`src/hw/rtl/mscx_pkg.sv`:
```
// ----------------------------------------------------------------------------
// mscx_pkg
// shared constants and types of the structural character indexer
// ----------------------------------------------------------------------------
package mscx_pkg;

  localparam int CHUNK_BYTES = 16;
  localparam int BYTE_W      = 8;
  localparam int CHUNK_W     = CHUNK_BYTES * BYTE_W;
  localparam int IDX_W       = $clog2(CHUNK_BYTES);
  localparam int CNT_W       = $clog2(CHUNK_BYTES + 1);
  localparam int SCAN_STEPS  = $clog2(CHUNK_BYTES);
  localparam int POS_W       = 32;
  localparam int HALF_W      = 64;
  localparam int COUNT_W     = 5;

  localparam logic [BYTE_W-1:0] CH_LT     = 8'h3C;
  localparam logic [BYTE_W-1:0] CH_GT     = 8'h3E;
  localparam logic [BYTE_W-1:0] CH_SLASH  = 8'h2F;
  localparam logic [BYTE_W-1:0] CH_EQ     = 8'h3D;
  localparam logic [BYTE_W-1:0] CH_AMP    = 8'h26;
  localparam logic [BYTE_W-1:0] CH_DQUOTE = 8'h22;
  localparam logic [BYTE_W-1:0] CH_SQUOTE = 8'h27;

  // per byte class bits handed from a lane to the merge stage
  typedef struct packed {
    logic dq;
    logic sq;
    logic special;
  } mscx_cls_t;

endpackage

```
`src/hw/rtl/mscx_if.sv`:
```
// ----------------------------------------------------------------------------
// mscx_in_if / mscx_out_if
// valid/ready channels of the structural character indexer
// ----------------------------------------------------------------------------
interface mscx_in_if
  import mscx_pkg::*;
();
  logic                valid;
  logic                ready;
  logic [HALF_W-1:0]   bytes_low;
  logic [HALF_W-1:0]   bytes_high;
  logic [COUNT_W-1:0]  byte_count;
  logic                buffer_start;

  modport source (output valid, bytes_low, bytes_high, byte_count, buffer_start,
                  input ready);
  modport sink   (input valid, bytes_low, bytes_high, byte_count, buffer_start,
                  output ready);
  modport monitor (input valid, ready, bytes_low, bytes_high, byte_count,
                   buffer_start);
endinterface

interface mscx_out_if
  import mscx_pkg::*;
();
  logic               valid;
  logic               ready;
  logic [POS_W-1:0]   position;
  logic [BYTE_W-1:0]  character;
  logic               last_of_chunk;

  modport source (output valid, position, character, last_of_chunk, input ready);
  modport sink   (input valid, position, character, last_of_chunk, output ready);
  modport monitor (input valid, ready, position, character, last_of_chunk);
endinterface

```
`src/hw/rtl/mscx_lane.sv`:
```
// ----------------------------------------------------------------------------
// mscx_lane
// classifies one chunk byte as quote or markup special
// ----------------------------------------------------------------------------
module mscx_lane
  import mscx_pkg::*;
(
  input  logic [BYTE_W-1:0] byte_in,
  output mscx_cls_t         cls
);

  always_comb begin
    cls.dq      = (byte_in == CH_DQUOTE);
    cls.sq      = (byte_in == CH_SQUOTE);
    cls.special = (byte_in == CH_LT) || (byte_in == CH_GT) || (byte_in == CH_SLASH) ||
                  (byte_in == CH_EQ) || (byte_in == CH_AMP);
  end

endmodule

```
`src/hw/rtl/mscx_merge.sv`:
```
// ----------------------------------------------------------------------------
// mscx_merge
// prefix xor of quote parities over the lanes and the emit mask
// ----------------------------------------------------------------------------
module mscx_merge
  import mscx_pkg::*;
(
  input  mscx_cls_t [CHUNK_BYTES-1:0] cls,
  input  logic [CNT_W-1:0]            count,
  input  logic                        dq_in,
  input  logic                        sq_in,
  output logic [CHUNK_BYTES-1:0]      emit_mask,
  output logic                        dq_out,
  output logic                        sq_out
);

  logic [CHUNK_BYTES-1:0] vmask;
  logic [CHUNK_BYTES-1:0] dq_scan;
  logic [CHUNK_BYTES-1:0] sq_scan;

  // log-step inclusive xor scan, invalid bytes masked out
  always_comb begin
    logic [CHUNK_BYTES-1:0] dq_tmp;
    logic [CHUNK_BYTES-1:0] sq_tmp;
    for (int k = 0; k < CHUNK_BYTES; k++) begin
      vmask[k]   = (CNT_W'(k) < count);
      dq_scan[k] = cls[k].dq & vmask[k];
      sq_scan[k] = cls[k].sq & vmask[k];
    end
    for (int j = 0; j < SCAN_STEPS; j++) begin
      dq_tmp = dq_scan;
      sq_tmp = sq_scan;
      for (int k = 0; k < CHUNK_BYTES; k++) begin
        if (k >= (1 << j)) begin
          dq_scan[k] = dq_tmp[k] ^ dq_tmp[k - (1 << j)];
          sq_scan[k] = sq_tmp[k] ^ sq_tmp[k - (1 << j)];
        end
      end
    end
  end

  always_comb begin
    logic ins_dq;
    logic ins_sq;
    for (int k = 0; k < CHUNK_BYTES; k++) begin
      ins_dq       = dq_in ^ dq_scan[k];
      ins_sq       = sq_in ^ sq_scan[k];
      emit_mask[k] = vmask[k] &
                     (cls[k].dq | cls[k].sq | (cls[k].special & ~ins_dq & ~ins_sq));
    end
    // invalid bytes are masked, so the top bit is the parity at the last valid byte
    dq_out = dq_in ^ dq_scan[CHUNK_BYTES-1];
    sq_out = sq_in ^ sq_scan[CHUNK_BYTES-1];
  end

endmodule

```
`src/hw/rtl/mscx_emit.sv`:
```
// ----------------------------------------------------------------------------
// mscx_emit
// serial emitter: one structural byte per cycle unless the output stalls, lowest position first
// ----------------------------------------------------------------------------
module mscx_emit
  import mscx_pkg::*;
(
  input  logic                   clk,
  input  logic                   rst_n,
  input  logic                   load,
  input  logic [CHUNK_BYTES-1:0] mask_in,
  input  logic [CHUNK_W-1:0]     bytes_in,
  input  logic [POS_W-1:0]       base_in,
  output logic                   can_load,
  mscx_out_if.source             out_ch
);

  logic [CHUNK_BYTES-1:0] pend_r, pend_nxt;
  logic [CHUNK_W-1:0]     bytes_r;
  logic [POS_W-1:0]       base_r;
  logic                   out_valid_r, out_valid_nxt;
  logic [POS_W-1:0]       out_pos_r;
  logic [BYTE_W-1:0]      out_char_r;
  logic                   out_last_r;

  logic [CHUNK_BYTES-1:0] pend_clr;
  logic [CHUNK_BYTES-1:0] pick_oh;
  logic [IDX_W-1:0]       pick_idx;
  logic                   adv;

  assign pick_oh  = pend_r & (~pend_r + 1'b1);
  assign pend_clr = pend_r & (pend_r - 1'b1);
  assign adv      = (|pend_r) & (~out_valid_r | out_ch.ready);
  // free when nothing is pending or the last pick moves out this cycle
  assign can_load = ~(|pend_r) | (adv & ~(|pend_clr));

  always_comb begin
    pick_idx = '0;
    for (int k = 0; k < CHUNK_BYTES; k++) begin
      if (pick_oh[k]) begin
        pick_idx = pick_idx | IDX_W'(k);
      end
    end
  end

  always_comb begin
    pend_nxt = pend_r;
    if (load) begin
      pend_nxt = mask_in;
    end else if (adv) begin
      pend_nxt = pend_clr;
    end
    out_valid_nxt = out_valid_r;
    if (adv) begin
      out_valid_nxt = 1'b1;
    end else if (out_ch.ready) begin
      out_valid_nxt = 1'b0;
    end
  end

  always_ff @(posedge clk) begin
    if (!rst_n) begin
      pend_r      <= '0;
      out_valid_r <= 1'b0;
    end else begin
      pend_r      <= pend_nxt;
      out_valid_r <= out_valid_nxt;
    end
  end

  always_ff @(posedge clk) begin
    if (load) begin
      bytes_r <= bytes_in;
      base_r  <= base_in;
    end
    if (adv) begin
      out_pos_r  <= base_r + POS_W'(pick_idx);
      out_char_r <= bytes_r[pick_idx*BYTE_W +: BYTE_W];
      out_last_r <= ~(|pend_clr);
    end
  end

  assign out_ch.valid         = out_valid_r;
  assign out_ch.position      = out_pos_r;
  assign out_ch.character     = out_char_r;
  assign out_ch.last_of_chunk = out_last_r;

endmodule

```
`src/hw/rtl/markup_structural_char_indexer.sv`:
```
// ----------------------------------------------------------------------------
// markup_structural_char_indexer
// finds < > / = & and both quote kinds in 16-byte chunks of markup text
//
//   channel  | dir | transfer carries
//   ---------+-----+-----------------------------------------------------
//   in_chan  | in  | bytes_low, bytes_high, byte_count, buffer_start
//   out_chan | out | position, character, last_of_chunk (one per hit)
//
// a chunk is classified combinationally by one lane per byte; the merge stage
// runs the quote parity scan and builds the emit mask, all at accept time.
// results leave one per cycle, unless the output stalls, from a single output
// register; a chunk with hits holds the input until the serial picker takes its last hit.
// reset (rst_n low, synchronous) clears parities, offset and pending hits.
// a stalled output holds its result; the next chunk is taken as the last
// hit of the current one moves into the output register.
// ----------------------------------------------------------------------------
module markup_structural_char_indexer
  import mscx_pkg::*;
(
  input  logic       clk,
  input  logic       rst_n,
  mscx_in_if.sink    in_chan,
  mscx_out_if.source out_chan
);

  // carried state between chunks
  logic             dq_r, dq_nxt;
  logic             sq_r, sq_nxt;
  logic [POS_W-1:0] offset_r, offset_nxt;

  // start flag clears state ahead of this chunk
  logic             dq_cur;
  logic             sq_cur;
  logic [POS_W-1:0] offset_cur;

  logic [2*HALF_W-1:0]          raw_bytes;
  logic [CHUNK_W-1:0]           chunk;
  logic [CNT_W-1:0]             count;
  mscx_cls_t [CHUNK_BYTES-1:0]  cls;
  logic [CHUNK_BYTES-1:0]       emit_mask;
  logic                         dq_end;
  logic                         sq_end;
  logic                         can_load;
  logic                         accept;

  assign raw_bytes = {in_chan.bytes_high, in_chan.bytes_low};
  assign chunk     = raw_bytes[CHUNK_W-1:0];

  // count saturates at the chunk size
  assign count = (in_chan.byte_count > COUNT_W'(CHUNK_BYTES)) ? CNT_W'(CHUNK_BYTES)
                                                              : CNT_W'(in_chan.byte_count);

  assign dq_cur     = in_chan.buffer_start ? 1'b0 : dq_r;
  assign sq_cur     = in_chan.buffer_start ? 1'b0 : sq_r;
  assign offset_cur = in_chan.buffer_start ? '0 : offset_r;

  // one classifier per byte
  for (genvar g = 0; g < CHUNK_BYTES; g++) begin : g_lane
    mscx_lane u_lane (
      .byte_in (chunk[g*BYTE_W +: BYTE_W]),
      .cls     (cls[g])
    );
  end

  mscx_merge u_merge (
    .cls       (cls),
    .count     (count),
    .dq_in     (dq_cur),
    .sq_in     (sq_cur),
    .emit_mask (emit_mask),
    .dq_out    (dq_end),
    .sq_out    (sq_end)
  );

  assign in_chan.ready = can_load;
  assign accept        = in_chan.valid & can_load;

  mscx_emit u_emit (
    .clk      (clk),
    .rst_n    (rst_n),
    .load     (accept),
    .mask_in  (emit_mask),
    .bytes_in (chunk),
    .base_in  (offset_cur),
    .can_load (can_load),
    .out_ch   (out_chan)
  );

  always_comb begin
    dq_nxt     = dq_r;
    sq_nxt     = sq_r;
    offset_nxt = offset_r;
    if (accept) begin
      dq_nxt     = dq_end;
      sq_nxt     = sq_end;
      offset_nxt = offset_cur + POS_W'(count);   // wraps modulo 2^32
    end
  end

  always_ff @(posedge clk) begin
    if (!rst_n) begin
      dq_r     <= 1'b0;
      sq_r     <= 1'b0;
      offset_r <= '0;
    end else begin
      dq_r     <= dq_nxt;
      sq_r     <= sq_nxt;
      offset_r <= offset_nxt;
    end
  end

endmodule

```
`src/flat_wrapper.sv`:
```
// flat-port wrapper written by rule: the top's interface ports become plain ports
module markup_structural_char_indexer_flat import mscx_pkg::*;
  (clk, rst_n, in_chan_valid, in_chan_bytes_low, in_chan_bytes_high, in_chan_byte_count, in_chan_buffer_start, in_chan_ready, out_chan_valid, out_chan_position, out_chan_character, out_chan_last_of_chunk, out_chan_ready);
  mscx_in_if in_chan_i ();
  mscx_out_if out_chan_i ();
  input  logic clk;
  input  logic rst_n;
  input wire logic [$bits(in_chan_i.valid)-1:0] in_chan_valid;
  input wire logic [$bits(in_chan_i.bytes_low)-1:0] in_chan_bytes_low;
  input wire logic [$bits(in_chan_i.bytes_high)-1:0] in_chan_bytes_high;
  input wire logic [$bits(in_chan_i.byte_count)-1:0] in_chan_byte_count;
  input wire logic [$bits(in_chan_i.buffer_start)-1:0] in_chan_buffer_start;
  output wire logic [$bits(in_chan_i.ready)-1:0] in_chan_ready;
  output wire logic [$bits(out_chan_i.valid)-1:0] out_chan_valid;
  output wire logic [$bits(out_chan_i.position)-1:0] out_chan_position;
  output wire logic [$bits(out_chan_i.character)-1:0] out_chan_character;
  output wire logic [$bits(out_chan_i.last_of_chunk)-1:0] out_chan_last_of_chunk;
  input wire logic [$bits(out_chan_i.ready)-1:0] out_chan_ready;
  assign in_chan_i.valid = in_chan_valid;
  assign in_chan_i.bytes_low = in_chan_bytes_low;
  assign in_chan_i.bytes_high = in_chan_bytes_high;
  assign in_chan_i.byte_count = in_chan_byte_count;
  assign in_chan_i.buffer_start = in_chan_buffer_start;
  assign in_chan_ready = in_chan_i.ready;
  assign out_chan_valid = out_chan_i.valid;
  assign out_chan_position = out_chan_i.position;
  assign out_chan_character = out_chan_i.character;
  assign out_chan_last_of_chunk = out_chan_i.last_of_chunk;
  assign out_chan_i.ready = out_chan_ready;
  markup_structural_char_indexer u_core (.clk(clk), .rst_n(rst_n), .in_chan(in_chan_i), .out_chan(out_chan_i));
endmodule
```
`config.mk`:
```
export PLATFORM = sky130hd
export DESIGN_NAME = markup_structural_char_indexer_flat
export DESIGN_NICKNAME = d
export VERILOG_FILES = /design/src/hw/rtl/mscx_pkg.sv /design/src/hw/rtl/mscx_if.sv /design/src/hw/rtl/mscx_lane.sv /design/src/hw/rtl/mscx_merge.sv /design/src/hw/rtl/mscx_emit.sv /design/src/hw/rtl/markup_structural_char_indexer.sv /design/src/flat_wrapper.sv
export SDC_FILE = /design/constraint.sdc
export NUM_CORES = 1
export LEC_CHECK = 0
export BUFFER_PORTS_ARGS = -buffer_cell sky130_fd_sc_hd__buf_2
export CORE_MARGIN = 8
export CORE_UTILIZATION = 50
export DETAILED_ROUTE_END_ITERATION = 12
export GPL_ROUTABILITY_DRIVEN = 0
export PLACE_DENSITY = 0.7
export SYNTH_ARGS = -nofsm -noshare
export SYNTH_HDL_FRONTEND = slang
export SYNTH_HIERARCHICAL = 1
export SYNTH_SLANG_ARGS = --single-unit
```
`constraint.sdc`:
```
create_clock -name clk -period 13.5 [get_ports clk]
set_input_delay 4.05 -clock clk [delete_from_list [all_inputs] [get_ports clk]]
set_output_delay 4.05 -clock clk [all_outputs]
set_load 0.1 [all_outputs]
```
Yosys cells after proc, flatten, opt, wreduce, memory -nomap -nowiden
Cells that the tools add are included.
{"block": "totals", "regBits": 252, "out_inout_bits": 43, "inputBits": 138}
{"block": "op_classes", "n_lt_le_gt_ge": 17, "shifts": 1, "reduce_logical": 68, "bitwise": 285, "muxes": 23, "add_sub_neg": 4, "n_eq_ne": 112}
{"operator": "equality test 8 x 6 -> 1 bit (second input constant)", "count": 112}
{"operator": "bitwise XOR 1 bit", "count": 130}
{"operator": "variable part select 128 x 8 -> 8 bit", "count": 1}
{"operator": "bitwise AND 1 bit", "count": 83}
{"operator": "logical OR 1 bit", "count": 64}
{"operator": "less-than comparator 4 x 5 -> 1 bit (first input constant)", "count": 8}
{"operator": "inverter 1 bit", "count": 35}
{"operator": "bitwise OR 1 bit", "count": 34}
{"operator": "adder 32 x 4 -> 32 bit", "count": 1}
{"operator": "adder 32 x 5 -> 32 bit", "count": 1}
{"operator": "bitwise AND 16 bit", "count": 2}
{"operator": "two-way mux 16 bit", "count": 2}
{"operator": "two-way mux 32 bit", "count": 1}
{"operator": "two-way mux 4 bit", "count": 8}
{"operator": "OR reduction 16 bit", "count": 2}
{"operator": "less-than comparator 3 x 5 -> 1 bit (first input constant)", "count": 4}
{"operator": "adder 16 x 1 -> 16 bit (second input constant)", "count": 1}
{"operator": "inverter 16 bit", "count": 1}
{"operator": "subtractor 16 x 1 -> 16 bit (second input constant)", "count": 1}
{"operator": "two-way mux 3 bit", "count": 4}
{"operator": "less-than comparator 1 x 5 -> 1 bit (first input constant)", "count": 2}
{"operator": "less-than comparator 2 x 5 -> 1 bit (first input constant)", "count": 2}
{"operator": "greater-than comparator 5 bit (second input constant)", "count": 1}
{"operator": "two-way mux 1 bit", "count": 5}
{"operator": "3 further kinds", "count": 5}

Depth between registers and ports, before layout
{"block": "logic_depth", "ltp_word": 19, "mapped_depth": 17, "depth_no_buf": 15}

Modules after synthesis
The synthesis kept the hierarchy.
{"mod": "mscx_emit", "area_per_inst_um2": 9226.3, "cells_each": 666, "instances": 1, "seq_area_each_um2": 6376.1}
{"mod": "markup_structural_char_indexer", "area_per_inst_um2": 2228.4, "cells_each": 281, "instances": 1, "seq_area_each_um2": 680.7}
{"mod": "mscx_merge", "area_per_inst_um2": 1600.3, "cells_each": 230, "instances": 1, "seq_area_each_um2": 0.0}
{"mod": "mscx_lane", "area_per_inst_um2": 91.3, "cells_each": 12, "instances": 16, "seq_area_each_um2": 0.0}

Worst setup path after synthesis
Ideal clock, no wire load.
{"block": "synth_timing", "path_type": "input to register", "from": "input out_chan_ready", "to": "register u_core.offset_r[5]", "slack_ps": 599, "arrival_ps": 12773, "path_stages": 8, "setup_ps": 128, "path_cell_list": "nor2b_1 -> o21ai_0 -> nand2_1 -> inv_1 -> clkbuf_1 -> o21ai_0 -> xnor2_1 -> nor2_1"}
{"block": "synth_between", "elab_chain_len": 5}
{"element": "start: declaration", "line": "flat_wrapper.sv:18", "text": "input wire logic [$bits(out_chan_i.ready)-1:0] out_chan_ready;"}
{"element": "bitwise OR 1 bit", "line": "mscx_emit.sv:33", "text": "assign adv = (|pend_r) & (~out_valid_r | out_ch.ready);"}
{"element": "bitwise AND 1 bit", "line": "mscx_emit.sv:33"}
{"element": "bitwise AND 1 bit", "line": "mscx_emit.sv:35", "text": "assign can_load = ~(|pend_r) | (adv & ~(|pend_clr));"}
{"element": "bitwise OR 1 bit", "line": "mscx_emit.sv:35"}
{"element": "net in_chan_ready", "line": "flat_wrapper.sv:13", "text": "output wire logic [$bits(in_chan_i.ready)-1:0] in_chan_ready;"}
{"element": "bitwise AND 1 bit", "line": "markup_structural_char_indexer.sv:77", "text": "assign accept = in_chan.valid & can_load;"}
{"element": "net u_core.accept", "line": "markup_structural_char_indexer.sv:45", "text": "logic accept;"}
{"element": "end signal: assignment", "line": "markup_structural_char_indexer.sv:109", "text": "offset_r <= offset_nxt;"}
{"element": "end: declaration", "line": "markup_structural_char_indexer.sv:30", "text": "logic [POS_W-1:0] offset_r, offset_nxt;"}
The timed path passes the listed nets, and every way through them passes these cells.
A chain may end at the register's enable or synchronous reset.

Worst setup path in the final report
{"block": "layout_timing", "from": "input out_chan_ready", "to": "output in_chan_ready"}
{"block": "layout_between", "elab_chain_len": 4}
{"element": "bitwise OR 1 bit", "line": "mscx_emit.sv:33"}
{"element": "bitwise AND 1 bit", "line": "mscx_emit.sv:33"}
{"element": "bitwise AND 1 bit", "line": "mscx_emit.sv:35"}
{"element": "bitwise OR 1 bit", "line": "mscx_emit.sv:35"}
{"element": "end: declaration", "line": "flat_wrapper.sv:13"}
Every way passes these cells.

==> results.yml <==
global_routing:
  antenna_found_initial: 2
  grt_pass1_wl_um: 62430
  gr-usage-all-layers: 0.2205
  grt_pass1_vias: 11163
  grt_max_degree: 79
  overflow: 0
power:
  p_int_w: 0.001412
  power.density_nw_per_um2: 113.7
  pwr-share-clk: 0.406
  peakVddDrop_uv: 96.34
  p_sw_frac: 0.2516
  power_switching_w: 0.0004747
  combPwrFrac: 0.121
  leakage_nw: 6.013
  p_seq_frac: 0.473
route:
  drtPass1Iterations: 5
  route.antenna.remaining_nets: 0
  wl_per_cell_um: 21.05
  num_vias: 11716
  finalWirelength_um: 40540
  viasPerCell: 6.083
  drc: 0
  dr.first_iter.drc_count: 1191
logic_synthesis:
  synth_fa_ha_area_frac: 0.01189
  syn_nets: 1518
  ys_ff_latch: 252
  synth_area_um2: 14520
  seq_area_frac_synth: 0.4861
  synth_mux_area_frac: 0.02275
  synthXorXnorAreaFrac: 0.06395
  synth_top_family_by_area: "simple AND/OR/NAND/NOR gates"
  synth_compound_area_frac: 0.1402
  yosysWarnings: 6
  ys_types: 99
  syn_avg_cell_area_um2: 10.60
  syn_inst: 1369
  async_flop_share: 0
  synth_edf_count: 201
  synthSimpleGateAreaFrac: 0.2487
  synthFlopType: "edfxtp_1"
timing:
  final.min_clock_period_ps: 9070
  hold_viol: 0
  tightest_slew_ps: 1123
  worst_slack_ps: 4430
  fin_crit_sh: 0.6718
  setup_viol: 0
  fmax_ghz: 0.1103
  slew_headroom: 0.2516
  rsz0062_at_grt: "no"
  slew_violations: 0
  clock_skew_ps: 15.97
  finalSetupTns_ps: 0
clocking:
  cts.repair.resized: 0
  post-cts-setup-buffers: 0
  clock_latency_ps: 530
  cts-root-buf: "clkbuf_16"
  tritoncts.num_buffers: 27
  cts_tree: "built"
  numClockSinks: 252
  clockBufferDepth: 3
  cts.clk_slew.worst_paths_ps: 60
  htree_levels: 1
  cts_hold_buffers: 0
critical_path:
  worst-setup-path-type: "in2out"
  reg2reg_depth: 13
  r2r_slack_ps: 8120
  rr_startpoint: "u_core/u_emit/pend_r[8]"
  r2r_end: "u_core/u_emit/out_ch.position[28]"
  cp.arrival_ps: 5020
  crit_required_ps: 9450
  cp_max_fo: 4
  endpoint_kind: "primary output"
  cp-start-kind: "input pin"
flow_run:
  maxCapViolations: 0
placed_design:
  hpwl_um: 29640
  port-buffer-count: 180
  place_ws_ps: 4447
floorplan:
  die_area_um2: 34740
  fp.dieW_um: 186.4
  row_count: 62
  ioPinCount: 181
  initial_utilization: 0.5071
  fp.coreArea_um2: 28630
  die_h_um: 186.4
finish:
  nNetsFinal: 1669
  mostFrequentLayoutCell: "edfxtp_1"
  layout_common_cells: "edfxtp_1 (201), buf_2 (180), nand3_1 (114), nand2_1 (111), nor2_1 (78)"
  syn_to_final_growth_pct: 14.28
  drive_above_1_share: 0.2305
min_path:
  worst_hold_path.endpoint: "u_core/dq_r"
  hp-class: "reg2reg"
  min_delay_path_depth: 2
  hp-start: "u_core/dq_r"
status:
  status: "complete, no violations"
flip-flops by register name, indices dropped and copies added (netlist names):
register                            flops
u_core/u_emit/bytes_r                 128
u_core/offset_r                        32
u_core/u_emit/base_r                   32
u_core/u_emit/out_ch.position          32
u_core/u_emit/pend_r                   16
u_core/u_emit/out_ch.character          8
u_core/dq_r                             1
u_core/sq_r                             1
u_core/u_emit/out_ch.last_of_chunk      1
u_core/u_emit/out_ch.valid              1
how the worst max path moves through the flow:
stage | start | to | depth (start not counted)
after floorplan | out_chan_ready | u_core/offset_r[5] | 8
after global placement | out_chan_ready | in_chan_ready | 4
after global routing | out_chan_ready | in_chan_ready | 4
after CTS | out_chan_ready | in_chan_ready | 4
final | out_chan_ready | in_chan_ready | 4
after detailed placement | out_chan_ready | in_chan_ready | 4
through the flow:
stage	std cells	hold WS [ps]	util	area [um2]	total power [W]
final	1926	457.6	0.5796	16590	0.001887
after global routing	1926	478.9	0.5796	16590	0.001944
after CTS	1924	460.4	0.5794	16580	0.001897
after detailed placement	1875	451.4	0.5470	15660	0.001135
after global placement	1875	439.3	0.5470	15660	0.001131
after floorplan	1369	431.8	-	14520	0.001063
area by class of cell:
| class | instances | area (um2) |
|---|---|---|
| timing repair buffer | 188 | 960.9 |
| clock buffer | 42 | 812.0 |
| antenna | 2 | 5.005 |
| fill | 2380 | 12040 |
| multi-input combinational | 1034 | 7087 |
| inverter | 17 | 73.82 |
| clock inverter | 7 | 113.9 |
| tap | 384 | 480.5 |
| sequential | 252 | 7057 |
routing by layer:
layer	global-route usage	wire (um)	vias up
met4	0.07605	1339	0
met2	0.3631	19020	473
li1	-	-	5473
met3	0.02796	2618	79
met1	0.2961	17560	5691
met5	0	0	-
cells in the mapped netlist, types with 17 or more instances:
cell type  number  share of area
xnor2_1        57          0.034
dfxtp_1        51          0.070
o21ai_0        77          0.027
and3_1         37          0.016
nand3_1       114          0.039
nor3_2         23          0.016
a21oi_1        58          0.020
nor3b_2        17          0.015
o211ai_1       28          0.014
clkbuf_1       39          0.010
nor2_1         78          0.020
edfxtp_1      201           0.42
o21ai_1        18         0.0062
nand2b_1       24          0.010
xor2_1         33          0.020
nand2_1       111          0.029
and3b_1        17          0.010
nor2b_1        41          0.018
cell families after synthesis:
logic type,Yosys count
AND/OR/NAND/NOR,593
buffers and inverters,83
XOR/XNOR,97
AO/OA/AOI/OAI,300
flip-flops,252
multiplexers,31
adder cells (fa/ha/maj),13
power groups by stage:
stage          Combinational [W]  Clock, W  Sequential [W]
2_1_floorplan           0.000100         0        0.000963
3_3_place_gp            0.000223         0        0.000909
3_5_place_dp            0.000226         0        0.000909
4_1_cts                 0.000227  0.000777        0.000893
5_1_grt                 0.000242  0.000805        0.000896
6_report                0.000228  0.000766        0.000893
critical path: stages:
cell and delay [ps]:
buf_2 80, nor2b_1 50, o21ai_0 330, buf_2 500
Note: power is estimated with default switching activity, not from simulation.
